==> src/hdl/gts_pkg.sv <==
// Package with codes, constants and controller/datapath interface types.
`default_nettype none
package gts_pkg;

  localparam int DEF_TEMPLATES = 256;
  localparam int DEF_MAX_LEN   = 32;
  localparam int FRAME_STRIDE  = 32;

  localparam logic [15:0] SLOT_WORD = 16'hFFFF;

  // Input operation codes.
  localparam logic [1:0] OP_TOKEN = 2'd0;
  localparam logic [1:0] OP_TMPL  = 2'd1;
  localparam logic [1:0] OP_FLUSH = 2'd2;

  // Result kinds.
  localparam logic [1:0] KIND_PASS = 2'd0;
  localparam logic [1:0] KIND_ID   = 2'd1;
  localparam logic [1:0] KIND_SLOT = 2'd2;

  // Configuration register indexes.
  localparam logic REG_BASE_ID = 1'b0;
  localparam logic REG_TCOUNT  = 1'b1;

  // Commands from the controller to the datapath.
  typedef struct packed {
    logic load;
    logic rd_head;
    logic init_search;
    logic rd_len;
    logic t_inc;
    logic start_scan;
    logic rd_scan;
    logic scan_adv;
    logic take_best;
    logic emit_head;
    logic start_emit;
    logic rd_emit;
    logic emit_slot;
    logic j_inc;
    logic finish;
  } cmd_t;

  // Status from the datapath to the controller.
  typedef struct packed {
    logic fill_last;
    logic fill_nz;
    logic t_end;
    logic len_bad;
    logic lit_fail;
    logic scan_end;
    logic cand_ok;
    logic found;
    logic has_slot;
    logic is_slot;
    logic emit_end;
    logic out_free;
    logic more_left;
  } sts_t;

endpackage
`default_nettype wire

==> src/hdl/gts_controller.sv <==
// Controller: sequences load, template search, result emission and window advance.
`default_nettype none
module gts_controller (
  input  wire logic          clk_i,
  input  wire logic          rst_ni,
  input  wire logic          in_valid_i,
  output logic               in_stall_o,
  input  wire logic [1:0]    op_i,
  input  wire gts_pkg::sts_t sts_i,
  output gts_pkg::cmd_t      cmd_o
);
  import gts_pkg::*;

  localparam logic [3:0] S_IDLE     = 4'd0;
  localparam logic [3:0] S_HEAD_RD  = 4'd1;
  localparam logic [3:0] S_HEAD_CAP = 4'd2;
  localparam logic [3:0] S_LEN_RD   = 4'd3;
  localparam logic [3:0] S_LEN_CHK  = 4'd4;
  localparam logic [3:0] S_SC_RD    = 4'd5;
  localparam logic [3:0] S_SC_CHK   = 4'd6;
  localparam logic [3:0] S_EMIT_ID  = 4'd7;
  localparam logic [3:0] S_EM_RD    = 4'd8;
  localparam logic [3:0] S_EM_CHK   = 4'd9;
  localparam logic [3:0] S_FINISH   = 4'd10;

  logic [3:0] state_q, state_d;

  assign in_stall_o = state_q != S_IDLE;

  // Next state and commands.
  always_comb begin
    state_d = state_q;
    cmd_o   = '0;
    case (state_q)
      S_IDLE: begin
        if (in_valid_i) begin
          cmd_o.load = 1'b1;
          if ((op_i == OP_TOKEN && sts_i.fill_last) || (op_i == OP_FLUSH && sts_i.fill_nz))
            state_d = S_HEAD_RD;
        end
      end
      S_HEAD_RD: begin
        cmd_o.rd_head = 1'b1;
        state_d = S_HEAD_CAP;
      end
      S_HEAD_CAP: begin
        cmd_o.init_search = 1'b1;
        state_d = S_LEN_RD;
      end
      S_LEN_RD: begin
        if (sts_i.t_end) begin
          state_d = S_EMIT_ID;
        end else begin
          cmd_o.rd_len = 1'b1;
          state_d = S_LEN_CHK;
        end
      end
      S_LEN_CHK: begin
        if (sts_i.len_bad) begin
          cmd_o.t_inc = 1'b1;
          state_d = S_LEN_RD;
        end else begin
          cmd_o.start_scan = 1'b1;
          state_d = S_SC_RD;
        end
      end
      S_SC_RD: begin
        cmd_o.rd_scan = 1'b1;
        state_d = S_SC_CHK;
      end
      S_SC_CHK: begin
        if (sts_i.lit_fail) begin
          cmd_o.t_inc = 1'b1;
          state_d = S_LEN_RD;
        end else if (sts_i.scan_end) begin
          cmd_o.take_best = sts_i.cand_ok;
          cmd_o.t_inc = 1'b1;
          state_d = S_LEN_RD;
        end else begin
          cmd_o.scan_adv = 1'b1;
          state_d = S_SC_RD;
        end
      end
      S_EMIT_ID: begin
        if (sts_i.out_free) begin
          cmd_o.emit_head = 1'b1;
          if (sts_i.found && sts_i.has_slot) begin
            cmd_o.start_emit = 1'b1;
            state_d = S_EM_RD;
          end else begin
            state_d = S_FINISH;
          end
        end
      end
      S_EM_RD: begin
        cmd_o.rd_emit = 1'b1;
        state_d = S_EM_CHK;
      end
      S_EM_CHK: begin
        if (!sts_i.is_slot || sts_i.out_free) begin
          cmd_o.emit_slot = sts_i.is_slot;
          if (sts_i.emit_end) begin
            state_d = S_FINISH;
          end else begin
            cmd_o.j_inc = 1'b1;
            state_d = S_EM_RD;
          end
        end
      end
      S_FINISH: begin
        cmd_o.finish = 1'b1;
        state_d = sts_i.more_left ? S_HEAD_RD : S_IDLE;
      end
      default: state_d = S_IDLE;
    endcase
  end

  always_ff @(posedge clk_i or negedge rst_ni) begin
    if (!rst_ni) state_q <= S_IDLE;
    else state_q <= state_d;
  end

endmodule
`default_nettype wire

==> config.mk <==
export PLATFORM = sky130hd
export DESIGN_NAME = gts_controller
export DESIGN_NICKNAME = d
export VERILOG_FILES = /design/src/hdl/gts_pkg.sv /design/src/hdl/gts_controller.sv
export SDC_FILE = /design/constraint.sdc
export NUM_CORES = 1
export LEC_CHECK = 0
export BUFFER_PORTS_ARGS = -buffer_cell sky130_fd_sc_hd__buf_2
export CELL_PAD_IN_SITES_DETAIL_PLACEMENT = 1
export CELL_PAD_IN_SITES_GLOBAL_PLACEMENT = 2
export CORE_ASPECT_RATIO = 1.4
export CORE_MARGIN = 5
export CORE_UTILIZATION = 20
export DETAILED_ROUTE_END_ITERATION = 8
export PLACE_DENSITY_LB_ADDON = 0.1
export RECOVER_POWER = 50
export SYNTH_ARGS = -nofsm -noshare
export SYNTH_HDL_FRONTEND = slang
export SYNTH_SLANG_ARGS = --single-unit
==> constraint.sdc <==
create_clock -name clk_i -period 1.36 [get_ports clk_i]
set_input_delay 0.204 -clock clk_i [delete_from_list [all_inputs] [get_ports clk_i]]
set_output_delay 0.204 -clock clk_i [all_outputs]
set_load 0.005 [all_outputs]
==> out/metrics.json <==
{
  "route": {
    "route.detailed.vias_per_inst": 4.69,
    "via_count": 793,
    "wl_um": 2520,
    "antenna_violating_nets_left": 0,
    "detailedRoute.firstIterationViolations": 6,
    "route.detailed.wl_per_inst_um": 14.9,
    "drc_errors": 0,
    "drt_first_pass_iters": 4
  },
  "sta": {
    "setup_viol_count_final": 18,
    "timing.final.crit_share_pct": 110,
    "grt_setup_unrepaired": "yes",
    "tightestPinTransition_ns": 0.237,
    "slew_viol_final": 0,
    "timing.slew.headroom_pct": 84.2,
    "final_hold_viol_count": 0,
    "max_freq_mhz": 667,
    "finalCriticalPeriod_ns": 1.50,
    "final_critical_path_setup_slack_ns": -0.139,
    "fin_skew_ns": 0.00207,
    "worst_hold_slack_ns": 0.302
  },
  "setup_path": {
    "setup.worst_path.class": "reg -> out",
    "reg2reg_depth": 7,
    "r2r_slack_ns": -0.07,
    "timing.critical_path.fanout_max": 5,
    "critical_path_arrival_ns": 1.29,
    "rr_endpoint": "state_q[1]",
    "regToRegStartpoint": "state_q[2]",
    "worstSetupEndpointType": "output port",
    "kind_of_launch_point_of_the_worst_setup_path": "flop",
    "worst-endpoint-required_ns": 1.16
  },
  "finish": {
    "area_growth_syn_to_layout_pct": 125,
    "biggestRegsByFlops": "state_q: 4 flops",
    "number_of_antenna_cells_inserted": 0,
    "largest_register": "state_q",
    "drive_above_1_share_pct": 76.7,
    "largest_reg_flops": 4,
    "post-route-util_pct": 45.7,
    "final_standard_cell_count_with_taps_included_and_fillers_excluded": 169,
    "final_nets": 153
  },
  "synthesis": {
    "yosys.area.top_type_share_pct": 19.3,
    "yosysWarningCount": 0,
    "ys_seq_elements": 4,
    "syn-num-nets": 86,
    "syn_avg_cell_area_um2": 7.64,
    "synth.area.top_cells": "sky130_fd_sc_hd__dfrtp_1 19%, sky130_fd_sc_hd__a2111oi_2 5.8%, sky130_fd_sc_hd__nand2_1 5.8%",
    "ys_seq_area_share_pct": 19.3,
    "ys_types": 34,
    "cell_count_after_synthesis": 68,
    "yosys.area.top_type": "sky130_fd_sc_hd__dfrtp_1",
    "synth_common_cells": "8 x sky130_fd_sc_hd__nand2_1, 8 x sky130_fd_sc_hd__nor2_1, 4 x sky130_fd_sc_hd__dfrtp_1, 4 x sky130_fd_sc_hd__inv_1, 4 x sky130_fd_sc_hd__nor3_1",
    "synthesis.area_um2": 519,
    "async_reset_ff_share_pct": 100,
    "synthFlopType": "sky130_fd_sc_hd__dfrtp_1",
    "synth-edff-count": 0
  },
  "pwr": {
    "worst_ir_drop_vdd_mv": 0.726,
    "power_per_cell_area_nw_per_um2": 2030,
    "power.leakage_nw": 0.548,
    "post-layout-total-power_w": 0.00237
  },
  "clock_network": {
    "clock_sinks": 4,
    "cts.root.buffer_cell": "sky130_fd_sc_hd__clkbuf_4",
    "insertion_delay_ns": 0.23,
    "cts_made_buffers": 3,
    "clkSlewWorstSetupHoldPaths_ns": 0.04,
    "cts.htree.levels": 1,
    "clockBufferDepth": 2,
    "tritoncts": "built"
  },
  "global_route": {
    "grt_util_all_layers_pct": 13.9,
    "grt_pass1_vias": 896,
    "grt_pass1_wl_um": 3970,
    "initial_antenna_violation_count": 0,
    "largest_net_degree_at_the_start_of_global_routing": 9,
    "grt_overflow": 0
  },
  "place": {
    "number_of_port_buffers": 33,
    "numPlacedInstances": 147,
    "hpwlAfterDp_um": 1780,
    "gpl.final_weighted_congestion": 0.771
  },
  "floorplanning": {
    "std_cell_rows": 22,
    "chipHeight_um": 70.3,
    "floorplan.initialDensity_pct": 20.3,
    "fp.dieArea_um2": 3730,
    "core_region_area_um2": 2560,
    "floorplan.io_pins": 34,
    "die_span_x_um": 53.1
  },
  "status": {
    "outcome": "finished with violations",
    "violated_checks": "negative setup slack"
  },
  "min_path": {
    "worst_hold_path.endpoint": "state_q[1]",
    "worstHoldPathType": "in -> reg",
    "hold_path_depth": 3,
    "hold_wc_startpoint": "sts_i[4]"
  },
  "run": {
    "maxCapViolCount": 0
  }
}
-- critical path: stages (launching register included) --
cell and delay, ns:
sky130_fd_sc_hd__dfrtp_1 0.42, sky130_fd_sc_hd__nand2b_4 0.21, sky130_fd_sc_hd__buf_6 0.14, sky130_fd_sc_hd__nor4_4 0.14, sky130_fd_sc_hd__buf_2 0.16
-- routing by layer --
metal / global-route usage (%) / part of all wire (%) / up-vias
li1: - / - / 378
met1: 14.3 / 36 / 383
met2: 25.7 / 58 / 26
met3: 2.77 / 3.6 / 6
met4: 6.25 / 2.9 / 0
met5: 0 / 0 / -
-- per-stage QoR --
stage | worst slack (ns) | setup TNS, ns | area (µm²)
finish | -0.139 | -1.47 | 1170
global route | -0.220 | -2.85 | 1170
CTS | -0.150 | -1.49 | 1050
detailed placement | -0.0857 | -0.193 | 800
global placement | -0.0855 | -0.144 | 800
floorplan | 0.114 | 0 | 519
-- cell usage in the layout (no fill, tap or decap), drive strengths merged --
cell          n
mux2i         1
and3          1
a21oi         3
o21bai        1
a211oi        1
dfrtp         4
nor2          8
a32oi         1
nand2b        3
o2bb2ai       1
nor2b         1
o221ai        1
clkbuf        4
a31o          1
buf          65
o211ai        1
a2111oi       2
inv           5
dlygate4sd3   1
and3b         1
o22ai         1
nand3         2
o21ai         5
nor3b         2
nor4          4
nor3          4
nand2         8
nor4bb        1
-- repair_timing --
action                     4_1_cts  5_1_grt
pin swaps                        6        7
gates resized for setup         29       15
hold buffers                     1        0
hold endpoints to repair         4        0
setup endpoints to repair       18       18
buffers inserted                10        9
-- cell type report --
| cell class | count | area [µm²] |
|---|---|---|
| Clock buffer | 3 | 22.5 |
| Fill cell | 323 | 1390 |
| Inverter | 5 | 18.8 |
| Multi-Input combinational cell | 54 | 513 |
| Sequential cell | 4 | 104 |
| Tap cell | 36 | 45.0 |
| Timing Repair Buffer | 67 | 465 |
-- how the worst max path moves through the flow --
stage | start | end | slack, ns | cells past startpoint
2_1_floorplan | state_q[2] | cmd_o[1] | 0.11 | 4
3_3_place_gp | state_q[1] | state_q[0] | -0.09 | 5
3_5_place_dp | state_q[1] | state_q[0] | -0.09 | 5
4_1_cts | state_q[3] | cmd_o[9] | -0.15 | 4
5_1_grt | state_q[0] | cmd_o[10] | -0.22 | 3
6_report | state_q[3] | cmd_o[7] | -0.14 | 4
-- power breakdown --
| group | total, W | internal (W) | switching, W |
|---|---|---|---|
| logic | 0.00192 | 0.00103 | 0.000892 |
| clock network | 0.000146 | 0.0000986 | 0.0000470 |
| registers | 0.000304 | 0.000188 | 0.000116 |
| total | 0.00237 | 0.00132 | 0.00105 |
-- kinds of logic (layout without fill, tap and decap cells) --
group | Yosys count | after routing | share of synthesized area [%]
AND/OR/NAND/NOR | 35 | 35 | 38.3
AO/OA/AOI/OAI | 18 | 18 | 28.7
buffers and inverters | 10 | 75 | 11.8
flip-flops | 4 | 4 | 19.3
multiplexers | 1 | 1 | 1.93
Power figures use the tool's default switching activity.
